--- config.mk ---
export PLATFORM = sky130hd
export DESIGN_NAME = servo_bus_frame_builder
export DESIGN_NICKNAME = d
export VERILOG_FILES = /design/src/rtl/sbfb_pkg.sv /design/src/rtl/sbfb_ram.sv /design/src/rtl/servo_bus_frame_builder.sv
export SDC_FILE = /design/constraint.sdc
export NUM_CORES = 1
export LEC_CHECK = 0
export BUFFER_PORTS_ARGS = -buffer_cell sky130_fd_sc_hd__buf_2
export CORE_AREA = 8 8 290 292
export CTS_CLUSTER_SIZE = 30
export DETAILED_ROUTE_END_ITERATION = 8
export DIE_AREA = 0 0 298 300
export PLACE_DENSITY = 0.53
export SLEW_MARGIN = 15
export SYNTH_ARGS = -nofsm -noshare
export SYNTH_HDL_FRONTEND = slang
export SYNTH_SLANG_ARGS = --single-unit
--- constraint.sdc ---
create_clock -name clk -period 8.8 [get_ports clk]
set_input_delay 2.2 -clock clk [delete_from_list [all_inputs] [get_ports clk]]
set_output_delay 2.2 -clock clk [all_outputs]
set_load 0.03 [all_outputs]
--- src/rtl/sbfb_pkg.sv ---
// sbfb_pkg: types, constants and opcode tables for the servo bus frame builder
// no dependencies; imported by servo_bus_frame_builder
package sbfb_pkg;

	localparam int MAX_LEN     = 60;
	localparam int STORE_DEPTH = MAX_LEN + 4;
	localparam int ADDR_W      = $clog2(STORE_DEPTH);
	localparam int FILL_W      = ADDR_W + 1;

	localparam logic [7:0] ALL_CALL_ID  = 8'hFE;
	localparam logic [7:0] SYNC_INSTR   = 8'h83;
	localparam logic [7:0] HDR_BYTE     = 8'hFF;

	localparam logic [7:0] INS_NONE   = 8'h00;
	localparam logic [7:0] INS_PING   = 8'h01;
	localparam logic [7:0] INS_READ   = 8'h02;
	localparam logic [7:0] INS_WRITE  = 8'h03;
	localparam logic [7:0] INS_REGW   = 8'h04;
	localparam logic [7:0] INS_ACTION = 8'h05;
	localparam logic [7:0] INS_RESET  = 8'h06;

	localparam logic [2:0] OP_PING   = 3'd0;
	localparam logic [2:0] OP_READ   = 3'd1;
	localparam logic [2:0] OP_WRITE  = 3'd2;
	localparam logic [2:0] OP_REGW   = 3'd3;
	localparam logic [2:0] OP_ACTION = 3'd4;
	localparam logic [2:0] OP_RESET  = 3'd5;
	localparam logic [2:0] OP_SYNC   = 3'd6;

	localparam logic [1:0] ST_OK       = 2'd0;
	localparam logic [1:0] ST_INVALID  = 2'd1;
	localparam logic [1:0] ST_OVERFLOW = 2'd2;

	typedef struct packed {
		logic [2:0] operation;
		logic [7:0] servo_id;
		logic [7:0] reg_addr;
		logic [7:0] data_len;
		logic [7:0] data_byte;
		logic       record_start;
		logic       command_last;
	} cmd_t;

	typedef struct packed {
		logic [7:0] tx_byte;
		logic [1:0] status;
		logic       frame_end;
	} rsp_t;

	function automatic logic [7:0] instr_code(input logic [2:0] op);
		logic [7:0] code;
		case (op)
			OP_PING:   code = INS_PING;
			OP_READ:   code = INS_READ;
			OP_WRITE:  code = INS_WRITE;
			OP_REGW:   code = INS_REGW;
			OP_ACTION: code = INS_ACTION;
			OP_RESET:  code = INS_RESET;
			OP_SYNC:   code = SYNC_INSTR;
			default:   code = INS_NONE;
		endcase
		return code;
	endfunction

endpackage

--- src/rtl/sbfb_ram.sv ---
// sbfb_ram: generic single write port, single read port ram with registered read
// no dependencies
module sbfb_ram #(
	parameter int WIDTH = 8,
	parameter int DEPTH = 64
) (
	input  logic                     clk,
	input  logic                     we,
	input  logic [$clog2(DEPTH)-1:0] waddr,
	input  logic [WIDTH-1:0]         wdata,
	input  logic [$clog2(DEPTH)-1:0] raddr,
	output logic [WIDTH-1:0]         rdata
);

	logic [WIDTH-1:0] mem_q [DEPTH];

	always_ff @(posedge clk) begin
		if (we) begin
			mem_q[waddr] <= wdata;
		end
		rdata <= mem_q[raddr];
	end

endmodule

--- src/rtl/servo_bus_frame_builder.sv ---
// servo_bus_frame_builder: smart-servo instruction frame builder, top level
// depends on sbfb_pkg and sbfb_ram (parameter byte store)
//
// channel   ports                  handshake
// command   cmd (cmd_t)            word taken when start high and busy low
// result    result (rsp_t)         one word per cycle while strobe is high
//
// an item stores at most four bytes in the byte store
// a closing item sizes the frame in the multiply and decode states, then one word per cycle
// for the whole frame (up to 64 words), read through the registered store
// an error closes with a single word; the byte store needs no clearing after reset
// the receiver cannot stall; busy stays high until the last word is registered into result
module servo_bus_frame_builder
	import sbfb_pkg::*;
(
	input  logic clk,
	input  logic arst_n,
	input  logic start,
	output logic busy,
	input  cmd_t cmd,
	output logic strobe,
	output rsp_t result
);

	localparam logic [2:0] S_IDLE = 3'd0;
	localparam logic [2:0] S_PUT  = 3'd1;
	localparam logic [2:0] S_MUL  = 3'd2;
	localparam logic [2:0] S_DEC  = 3'd3;
	localparam logic [2:0] S_EMIT = 3'd4;

	logic [2:0]        state_q;
	logic [FILL_W-1:0] fp_q;
	logic [7:0]        sum_q;
	logic [7:0]        first_reg_q;
	logic [7:0]        first_len_q;
	logic [6:0]        rc_q;
	logic [7:0]        bir_q;
	logic              err_q;
	logic [2:0]        op_q;
	logic [7:0]        id_q;
	logic              last_q;
	logic [3:0]        mask_q;
	cmd_t              word_q;
	logic [15:0]       prod_q;
	logic [ADDR_W-1:0] flen_q;
	logic [ADDR_W-1:0] e_q;
	logic              v_s1;
	logic [ADDR_W-1:0] idx_s1;

	logic              accept;
	logic              idle_c;
	logic [2:0]        op_e;
	logic [6:0]        rc_e;
	logic [6:0]        rc_a;
	logic [7:0]        flr_e;
	logic [7:0]        fln_e;
	logic [7:0]        fln_a;
	logic [7:0]        bir_e;
	logic [7:0]        bir_a;
	logic              err_e;
	logic              sync_rs;
	logic              new_rec;
	logic [3:0]        mask_c;
	logic [7:0]        hdr_id;

	logic [7:0]        put_byte;
	logic [3:0]        mask_nxt;
	logic              we;
	logic [ADDR_W-1:0] raddr;
	logic [7:0]        rdata;

	logic [15:0]       flen_c;
	logic [1:0]        stat_c;
	logic [8:0]        lenp1;
	logic [ADDR_W-1:0] last_idx;
	logic [7:0]        byte_c;
	logic              err_word;

	assign busy   = (state_q != S_IDLE) || v_s1;
	assign accept = start && !busy;

	// item decode against the state it meets, with a fresh command starting from idle
	always_comb begin
		idle_c  = (fp_q == '0);
		op_e    = idle_c ? cmd.operation : op_q;
		rc_e    = (idle_c && (cmd.operation == OP_WRITE || cmd.operation == OP_REGW)) ? 7'd1 :
		          (idle_c ? 7'd0 : rc_q);
		flr_e   = idle_c ? ((cmd.operation == OP_WRITE || cmd.operation == OP_REGW) ?
		          cmd.reg_addr : 8'd0) : first_reg_q;
		fln_e   = idle_c ? ((cmd.operation == OP_WRITE || cmd.operation == OP_REGW) ?
		          cmd.data_len : 8'd0) : first_len_q;
		bir_e   = idle_c ? 8'd0 : bir_q;
		err_e   = idle_c ? (instr_code(cmd.operation) == INS_NONE) : err_q;
		sync_rs = (op_e == OP_SYNC) && cmd.record_start;
		new_rec = sync_rs && (rc_e == 7'd0);
		rc_a    = sync_rs ? ((rc_e < 7'd127) ? rc_e + 7'd1 : rc_e) : rc_e;
		fln_a   = new_rec ? cmd.data_len : fln_e;
		bir_a   = sync_rs ? 8'd0 : bir_e;
		hdr_id  = (cmd.operation == OP_SYNC) ? ALL_CALL_ID : cmd.servo_id;
		mask_c[0] = (idle_c && (cmd.operation == OP_READ || cmd.operation == OP_WRITE ||
		            cmd.operation == OP_REGW)) || new_rec;
		mask_c[1] = (idle_c && cmd.operation == OP_READ) || new_rec;
		mask_c[2] = sync_rs;
		mask_c[3] = (op_e == OP_WRITE || op_e == OP_REGW || op_e == OP_SYNC) &&
		            (rc_a != 7'd0) && (bir_a < fln_a);
	end

	// shared put unit: lowest pending slot in reg, len, id, data order
	always_comb begin
		mask_nxt = mask_q;
		put_byte = word_q.data_byte;
		if (mask_q[0]) begin
			put_byte    = word_q.reg_addr;
			mask_nxt[0] = 1'b0;
		end else if (mask_q[1]) begin
			put_byte    = word_q.data_len;
			mask_nxt[1] = 1'b0;
		end else if (mask_q[2]) begin
			put_byte    = word_q.servo_id;
			mask_nxt[2] = 1'b0;
		end else begin
			mask_nxt[3] = 1'b0;
		end
		we = (state_q == S_PUT) && (mask_q != 4'd0) && (fp_q < FILL_W'(STORE_DEPTH));
	end

	// frame length and outcome
	always_comb begin
		lenp1  = {1'b0, first_len_q} + 9'd1;
		flen_c = 16'd0;
		stat_c = ST_OK;
		case (op_q)
			OP_PING, OP_ACTION, OP_RESET: begin
				flen_c = 16'd2;
			end
			OP_READ: begin
				flen_c = 16'd4;
			end
			OP_WRITE, OP_REGW: begin
				flen_c = 16'(first_len_q) + 16'd3;
				if (flen_c > 16'(MAX_LEN)) begin
					stat_c = ST_OVERFLOW;
				end else if (bir_q < first_len_q) begin
					stat_c = ST_INVALID;
				end
			end
			OP_SYNC: begin
				flen_c = prod_q + 16'd4;
				if (rc_q == 7'd0) begin
					stat_c = ST_INVALID;
				end else if (flen_c > 16'(MAX_LEN)) begin
					stat_c = ST_OVERFLOW;
				end else if (err_q || bir_q < first_len_q) begin
					stat_c = ST_INVALID;
				end
			end
			default: begin
				stat_c = ST_INVALID;
			end
		endcase
	end

	assign raddr    = e_q;
	assign last_idx = ADDR_W'(flen_q + ADDR_W'(3));
	assign err_word = (state_q == S_DEC) && (stat_c != ST_OK);

	// byte select for the word whose store read was registered alongside idx_s1
	always_comb begin
		if (idx_s1 == last_idx) begin
			byte_c = ~sum_q;
		end else if (idx_s1 == ADDR_W'(0) || idx_s1 == ADDR_W'(1)) begin
			byte_c = HDR_BYTE;
		end else if (idx_s1 == ADDR_W'(2)) begin
			byte_c = id_q;
		end else if (idx_s1 == ADDR_W'(3)) begin
			byte_c = 8'(flen_q);
		end else if (idx_s1 == ADDR_W'(4)) begin
			byte_c = instr_code(op_q);
		end else begin
			byte_c = rdata;
		end
	end

	sbfb_ram #(
		.WIDTH(8),
		.DEPTH(STORE_DEPTH)
	) u_store (
		.clk  (clk),
		.we   (we),
		.waddr(fp_q[ADDR_W-1:0]),
		.wdata(put_byte),
		.raddr(raddr),
		.rdata(rdata)
	);

	always_ff @(posedge clk or negedge arst_n) begin
		if (!arst_n) begin
			state_q     <= S_IDLE;
			fp_q        <= '0;
			sum_q       <= 8'd0;
			first_reg_q <= 8'd0;
			first_len_q <= 8'd0;
			rc_q        <= 7'd0;
			bir_q       <= 8'd0;
			err_q       <= 1'b0;
			op_q        <= OP_PING;
			id_q        <= 8'd0;
			last_q      <= 1'b0;
			mask_q      <= 4'd0;
			word_q      <= '0;
			prod_q      <= 16'd0;
			flen_q      <= '0;
			e_q         <= '0;
			v_s1        <= 1'b0;
			idx_s1      <= '0;
			strobe      <= 1'b0;
			result      <= '0;
		end else begin
			v_s1   <= (state_q == S_EMIT);
			strobe <= v_s1 || err_word;
			if (v_s1) begin
				result.tx_byte   <= byte_c;
				result.status    <= ST_OK;
				result.frame_end <= (idx_s1 == last_idx);
			end else if (err_word) begin
				result.tx_byte   <= 8'd0;
				result.status    <= stat_c;
				result.frame_end <= 1'b1;
			end
			case (state_q)
				S_IDLE: begin
					if (accept) begin
						if (idle_c) begin
							fp_q  <= FILL_W'(5);
							sum_q <= hdr_id + instr_code(cmd.operation);
							op_q  <= cmd.operation;
							id_q  <= hdr_id;
						end
						first_reg_q <= new_rec ? cmd.reg_addr : flr_e;
						first_len_q <= fln_a;
						rc_q        <= rc_a;
						bir_q       <= mask_c[3] ? bir_a + 8'd1 : bir_a;
						err_q       <= err_e || (sync_rs && (rc_e != 7'd0) &&
						               (bir_e < fln_e || cmd.reg_addr != flr_e ||
						               cmd.data_len != fln_e));
						last_q      <= cmd.command_last;
						mask_q      <= mask_c;
						word_q      <= cmd;
						if (mask_c != 4'd0) begin
							state_q <= S_PUT;
						end else if (cmd.command_last) begin
							state_q <= S_MUL;
						end
					end
				end
				S_PUT: begin
					if (we) begin
						fp_q  <= fp_q + FILL_W'(1);
						sum_q <= sum_q + put_byte;
					end
					mask_q <= mask_nxt;
					if (mask_nxt == 4'd0) begin
						state_q <= last_q ? S_MUL : S_IDLE;
					end
				end
				S_MUL: begin
					prod_q  <= 16'(rc_q) * 16'(lenp1);
					state_q <= S_DEC;
				end
				S_DEC: begin
					if (stat_c == ST_OK) begin
						flen_q  <= flen_c[ADDR_W-1:0];
						sum_q   <= sum_q + flen_c[7:0];
						e_q     <= '0;
						state_q <= S_EMIT;
					end else begin
						fp_q    <= '0;
						state_q <= S_IDLE;
					end
				end
				S_EMIT: begin
					idx_s1 <= e_q;
					e_q    <= e_q + ADDR_W'(1);
					if (e_q == last_idx) begin
						fp_q    <= '0;
						state_q <= S_IDLE;
					end
				end
				default: begin
					state_q <= S_IDLE;
				end
			endcase
		end
	end

	a_err_word: assert property (@(posedge clk) disable iff (!arst_n)
		strobe && result.status != ST_OK |-> result.frame_end && result.tx_byte == 8'd0)
		else $error("error word without frame end or with nonzero byte");

	a_fill_bound: assert property (@(posedge clk) disable iff (!arst_n)
		fp_q <= FILL_W'(STORE_DEPTH))
		else $error("fill pointer past store depth");

	a_end_gap: assert property (@(posedge clk) disable iff (!arst_n)
		strobe && result.frame_end |=> !strobe)
		else $error("word right after frame end");

	a_emit_range: assert property (@(posedge clk) disable iff (!arst_n)
		state_q == S_EMIT |-> e_q <= last_idx)
		else $error("emit index past checksum");

	a_no_accept_busy: assert property (@(posedge clk) disable iff (!arst_n)
		v_s1 |-> state_q == S_EMIT || state_q == S_IDLE)
		else $error("readout overlaps item loading");

endmodule

# Word-level counts from Yosys, hierarchy flattened
# Memories as Yosys holds them, arrays and structs flattened. A register that Yosys moved wholly into a read port is not among the register bits.
# Cells that the tools add are included.
# classes
n_addsub	11
mul	1
div_mod_pow	0
magnitude_cmp	7
n_eq_ne	35
n_shift	0
n_mux	66
bitwise_logic	1
n_reduce_logical	60
# op_table
operator	count
2-to-1 mux 8 bit	25
one-hot mux 8 bit (7 select lines)	2
2-to-1 mux 7 bit	9
one-hot mux 8 bit (4 select lines)	1
one-hot mux 7 bit (4 select lines)	1
adder 8 bit	3
equality test 3 x 2 -> 1 bit (second input constant)	8
equality test 3 bit (second input constant)	8
less-than comparator 8 bit	3
2-to-1 mux 3 bit	8
one-hot mux 8 bit (3 select lines)	1
2-to-1 mux 11 bit	2
zero test 7 bit	3
adder 16 x 3 -> 16 bit (second input constant)	1
> comparator 16 x 6 -> 1 bit (second input constant)	1
multiplier 7 x 9 -> 16 bit	1
!= test 8 bit	2
one-hot mux 3 bit (5 select lines)	1
adder 7 x 1 -> 7 bit (second input constant)	2
logical OR 1 bit	14
less-than comparator 7 bit (second input constant)	2
nonzero test 7 bit	2
logical AND 1 bit	13
equality test 6 x 2 -> 1 bit (second input constant)	2
38 further kinds	66
# totals
ff_bits	145
latch_bits	0
ramBits	512
mem_bits_ro	0
input_bits	40
out_inout_bits	13
elab_cells	207
memories	1
# memory_table
name	words	width	rd	rd_clocked_by_memory_dff	write_ports	line_no	rtl
u_store.mem_q	64	8	1	1	1	sbfb_ram.sv:15	logic [WIDTH-1:0] mem_q [DEPTH];

# Depth between registers and ports, before layout
# depth
word_depth	14
ltp_mapped	24

# Cells and area by module
# A second synthesis with hierarchy kept.
# unflattened
cells_unflattened	2298
hier_area_um2	31659.1
# by_module_without_submodules
module	n_inst	cells_per_inst	area_each_um2	seq_area_each_um2
sbfb_ram	1	940	20166.8	15534.9
servo_bus_frame_builder	1	1358	11492.3	3628.5

# Worst setup path before layout
# No wires, ideal clock.
# synth_path
kind	input to register
from	input cmd[35] in the netlist's numbering
to	register bir_q[7]
t_arrival_ps	6094
required_time_ps	8676
path_slack_ps	2582
cell_stages	20
path_buffers	3
path_cell_list	clkbuf_1 > nand2b_1 > nor3_4 > a21oi_1 > ha_1 > o21ai_0 > or2_2 > clkbuf_1 > clkbuf_1 > nand2_1 > o21ai_0 > ha_1 > a21o_1 > a21o_1 > a21oi_1 > or4b_4 > a211oi_2 > o211ai_1 > o21a_1 > a211o_1
# synth_via
elab_chain_cells	11
word_cells_on_any_way	28
# synth_rtl
element	line_no	rtl
start, declared	servo_bus_frame_builder.sv:20	input cmd_t cmd,
equality test 3 x 2 -> 1 bit	servo_bus_frame_builder.sv:86, servo_bus_frame_builder.sv:90	
logical OR 1 bit	servo_bus_frame_builder.sv:86, servo_bus_frame_builder.sv:90	
logical AND 1 bit	servo_bus_frame_builder.sv:86	rc_e = (idle_c && (cmd.operation == OP_WRITE || cmd.operation == OP_REGW)) ? 7'd1 :
2-to-1 mux 7 bit	servo_bus_frame_builder.sv:86	
adder 7 x 1 -> 7 bit / less-than comparator 7 bit (equally long branches)	servo_bus_frame_builder.sv:96	rc_a = sync_rs ? ((rc_e < 7'd127) ? rc_e + 7'd1 : rc_e) : rc_e;
2-to-1 mux 7 bit (2 in series)	servo_bus_frame_builder.sv:96	
nonzero test 7 bit	servo_bus_frame_builder.sv:105	(rc_a != 7'd0) && (bir_a < fln_a);
logical AND 1 bit	servo_bus_frame_builder.sv:104	mask_c[3] = (op_e == OP_WRITE || op_e == OP_REGW || op_e == OP_SYNC) &&
logical AND 1 bit	servo_bus_frame_builder.sv:105	
2-to-1 mux 8 bit (*)	servo_bus_frame_builder.sv:242	bir_q <= mask_c[3] ? bir_a + 8'd1 : bir_a;
end signal, assigned	servo_bus_frame_builder.sv:242	
end, declared	servo_bus_frame_builder.sv:37	logic [7:0] bir_q;
# Mark *: on every way between the ends. The rest lies on a longest branch, timed or not.
# A chain may end at the register's enable or synchronous reset.

# Final worst setup path
# layout_path
from	register fp_q[1]
to	register bir_q[7]
# layout_via
elab_chain_cells	10
word_cells_on_any_way	27
# layout_rtl
element	line_no	rtl
start, declared	servo_bus_frame_builder.sv:32	logic [FILL_W-1:0] fp_q;
start signal, assigned	servo_bus_frame_builder.sv:258	fp_q <= fp_q + FILL_W'(1);
zero test 7 bit (*)	servo_bus_frame_builder.sv:84	idle_c = (fp_q == '0);
2-to-1 mux 7 bit / logical AND 1 bit (equally long branches)	servo_bus_frame_builder.sv:87, servo_bus_frame_builder.sv:86	
2-to-1 mux 7 bit	servo_bus_frame_builder.sv:86	
adder 7 x 1 -> 7 bit / less-than comparator 7 bit (equally long branches)	servo_bus_frame_builder.sv:96	
2-to-1 mux 7 bit (2 in series)	servo_bus_frame_builder.sv:96	
nonzero test 7 bit	servo_bus_frame_builder.sv:105	
logical AND 1 bit	servo_bus_frame_builder.sv:104	
logical AND 1 bit	servo_bus_frame_builder.sv:105	
2-to-1 mux 8 bit (*)	servo_bus_frame_builder.sv:242	
# Marks and branches as above.

==> flow_summary.json <==
{
  "portBuffers": 52,
  "syn_avg_cell_area_sq_um": 14.3,
  "synth_most_common_cell": "edfxtp_1",
  "nNetsFinal": 2392,
  "antenna_found_initial": 2,
  "detail-route-antenna-nets": 0,
  "cts_resized": 0,
  "leakagePower_nw": 12.6,
  "die_x_microns": 298,
  "yosysTopAreaCell": "edfxtp_1",
  "synthCells": 2202,
  "fin_crit_ns": 6.00,
  "cts_tree": "yes",
  "clock_path_buffers": 3,
  "fin_util_pct": 44.4,
  "vias_per_cell": 5.56,
  "crit_path_end_kind": "flip-flop",
  "crit_fanout": 19,
  "place.gp.congestion": 0.862,
  "via_count": 18600,
  "area_growth_pct": 12.2,
  "dp_cells": 3220,
  "grt_pass1_wl_microns": 121000,
  "synth_top_area_share_pct": 48.8,
  "ys_warn_count": 0,
  "wl_met3_microns": 3800,
  "finClkSkew_ns": 0.0279,
  "fin_ws_ns": 2.80,
  "antennaDiodeCount": 0,
  "yosys-top-cells-area": "edfxtp_1, mux4_2, dfrtp_1",
  "core_sq_um": 79600,
  "final_hold_viol_count": 0,
  "ir_worst_vdd_mv": 0.215,
  "grt_max_degree": 87,
  "dpl.hpwl_microns": 52500,
  "cts_hold_buf": 0,
  "die_y_microns": 300,
  "rsz0062_at_grt": "false",
  "crit_arrival_ns": 6.50,
  "max_freq_mhz": 167,
  "ys_seq_area_share_pct": 60.9,
  "finalSetupTns_ns": 0,
  "critPathRequiredTime_ns": 9.30,
  "holdPathStages": 2,
  "yosysUniqueCellTypes": 82,
  "firstDrtPassIters": 7,
  "path_class": "reg2reg",
  "place_ws_ns": 2.31,
  "start_kind": "flip-flop",
  "setup_viol": 0,
  "synth_common_cells": "edfxtp_1, nand2_1, mux4_2",
  "cp_common_cell": "ha_1",
  "critPathMaxStageDelay_ns": 0.62,
  "grt_overflow_total": 0,
  "finalPower_mw": 10.5,
  "synth_edf_count": 512,
  "maxCapViolCount": 0,
  "worst_pin_slew_ns": 1.09,
  "status": "completed",
  "cts_sinks": 665,
  "ys.flop_type": "edfxtp_1",
  "h-tree-depth": 3,
  "remaining_drc_errors": 0,
  "numCtsBuffers": 73,
  "top_layer_used": "met4",
  "postCtsSetupBuffers": 0,
  "boundaryPins": 53,
  "path_clk_slew_ns": 0.06,
  "powerDensity_nw_per_um2": 298,
  "first_iter_violations": 1454,
  "yosys_register_bits": 665,
  "die-area_sq_um": 89400,
  "dr_wl_met2_microns": 38800,
  "cts_root_buf": "clkbuf_16",
  "initial_core_util_pct": 39.5,
  "ys_async_sr_fraction_pct": 21.8,
  "hold_slack_ns": 0.474,
  "routed_wirelength_microns": 79500,
  "track_usage_pct": 17.6,
  "finalInstanceArea_sq_um": 35300,
  "period_share_pct": 68.1,
  "post_dp_cell_area_sq_um": 32900,
  "row_count": 104,
  "grt_pass1_vias": 19200,
  "relSlewSlack_pct": 27.1,
  "final_cells": 3352,
  "r2r_cells": 18,
  "insertion_delay_ns": 0.63,
  "path_cells": "inv_1 -> ha_1 -> nor3b_1 -> nand2_1 -> a21oi_1 -> ha_1 -> o21ai_0 -> or2_2 -> o21ai_0 -> ha_1 -> a21o_1 -> a21o_1 -> a21oi_1 -> or4b_4 -> a211oi_2 -> o211ai_1 -> o21a_1 -> a211o_1",
  "post_drt_wl_per_cell_microns": 23.7,
  "synthesis.area_sq_um": 31500,
  "hp-class": "reg2reg",
  "slowest_stage": "nand2_1",
  "rrSetupSlack_ns": 2.80,
  "met1_length_microns": 34000,
  "drive_gt1_share_pct": 18.1,
  "slew_viol_final": 0,
  "synth_fp_nets": 2359
}
## final timing paths
check                      startpoint   endpoint
min in group asynchronous      arst_n     strobe
setup reg to reg              fp_q[1]   bir_q[7]
hold reg to reg             word_q[9]  word_q[9]
max in group asynchronous      arst_n     e_q[1]
hold / removal              word_q[9]  word_q[9]
setup / recovery              fp_q[1]   bir_q[7]
## final cells by class
cell class / count / area, sq um
Sequential cell: 665 / 19200
Inverter: 90 / 338
Timing Repair Buffer: 76 / 447
Fill cell: 7140 / 44300
Tap cell: 1060 / 1330
Clock inverter: 40 / 473
Multi-Input combinational cell: 1329 / 11600
Clock buffer: 92 / 1950
## cell usage in the layout, fill, tap and decap left out, types with 8 or more instances in the layout
cell	count
fa_1	36
nand2b_1	14
buf_4	24
clkinv_1	9
nand3_1	38
o22ai_1	12
ha_1	81
nor4_1	11
clkbuf_16	73
nor2b_1	37
or3_1	12
and3_1	9
a31oi_1	15
nand2_1	282
a22o_1	9
mux2_4	8
mux2i_1	9
inv_1	89
clkbuf_1	14
o21ai_0	93
a211oi_1	11
a22oi_1	15
and2_1	35
xnor2_1	35
a32o_1	9
nor3_1	20
dfxtp_1	8
mux4_2	168
o211ai_1	15
clkinv_2	12
mux2_2	12
edfxtp_1	512
a21oi_1	61
buf_2	51
xor2_1	23
dfrtp_1	142
a21o_1	11
nor2_1	120
nand4_1	13
## worst max-delay path, delay by kind of cell, from the launching register on
kind                     cells  cell delay (ns)
AO/OA/AOI/OAI               10             2.36
adder cells (fa/ha/maj)      3             0.73
buffers and inverters        1             0.13
flip-flops                   1             0.45
AND/OR/NAND/NOR              4             2.19
## routing by layer
layer,vias to the layer above,GRT usage (%)
met4,0,6.90
li1,8392,-
met1,9626,23.0
met5,-,0
met2,460,29.2
met3,152,3.01
## sequential cells by signal, indices dropped and copies added (netlist names), 11 cells and up
signal and count:
prod_q 16, result 11, u_store.mem_q 512, word_q 32
## where the power goes
part / internal (mW) / switching, mW / total (mW) / leakage [nW]
logic: 1.11 / 1.94 / 3.05 / 4.80
clock network: 1.80 / 1.29 / 3.08 / 1.17
registers: 4.11 / 0.284 / 4.40 / 6.59
total: 7.02 / 3.51 / 10.5 / 12.6
## cells by family after synthesis
kind of cell	share of synthesized area (%)
AO/OA/AOI/OAI	7.02
AND/OR/NAND/NOR	9.24
flip-flops	60.9
XOR/XNOR	1.61
adder cells (fa/ha/maj)	5.54
multiplexers	13.1
buffers and inverters	2.62
Note: power is estimated with default switching activity, not from simulation.
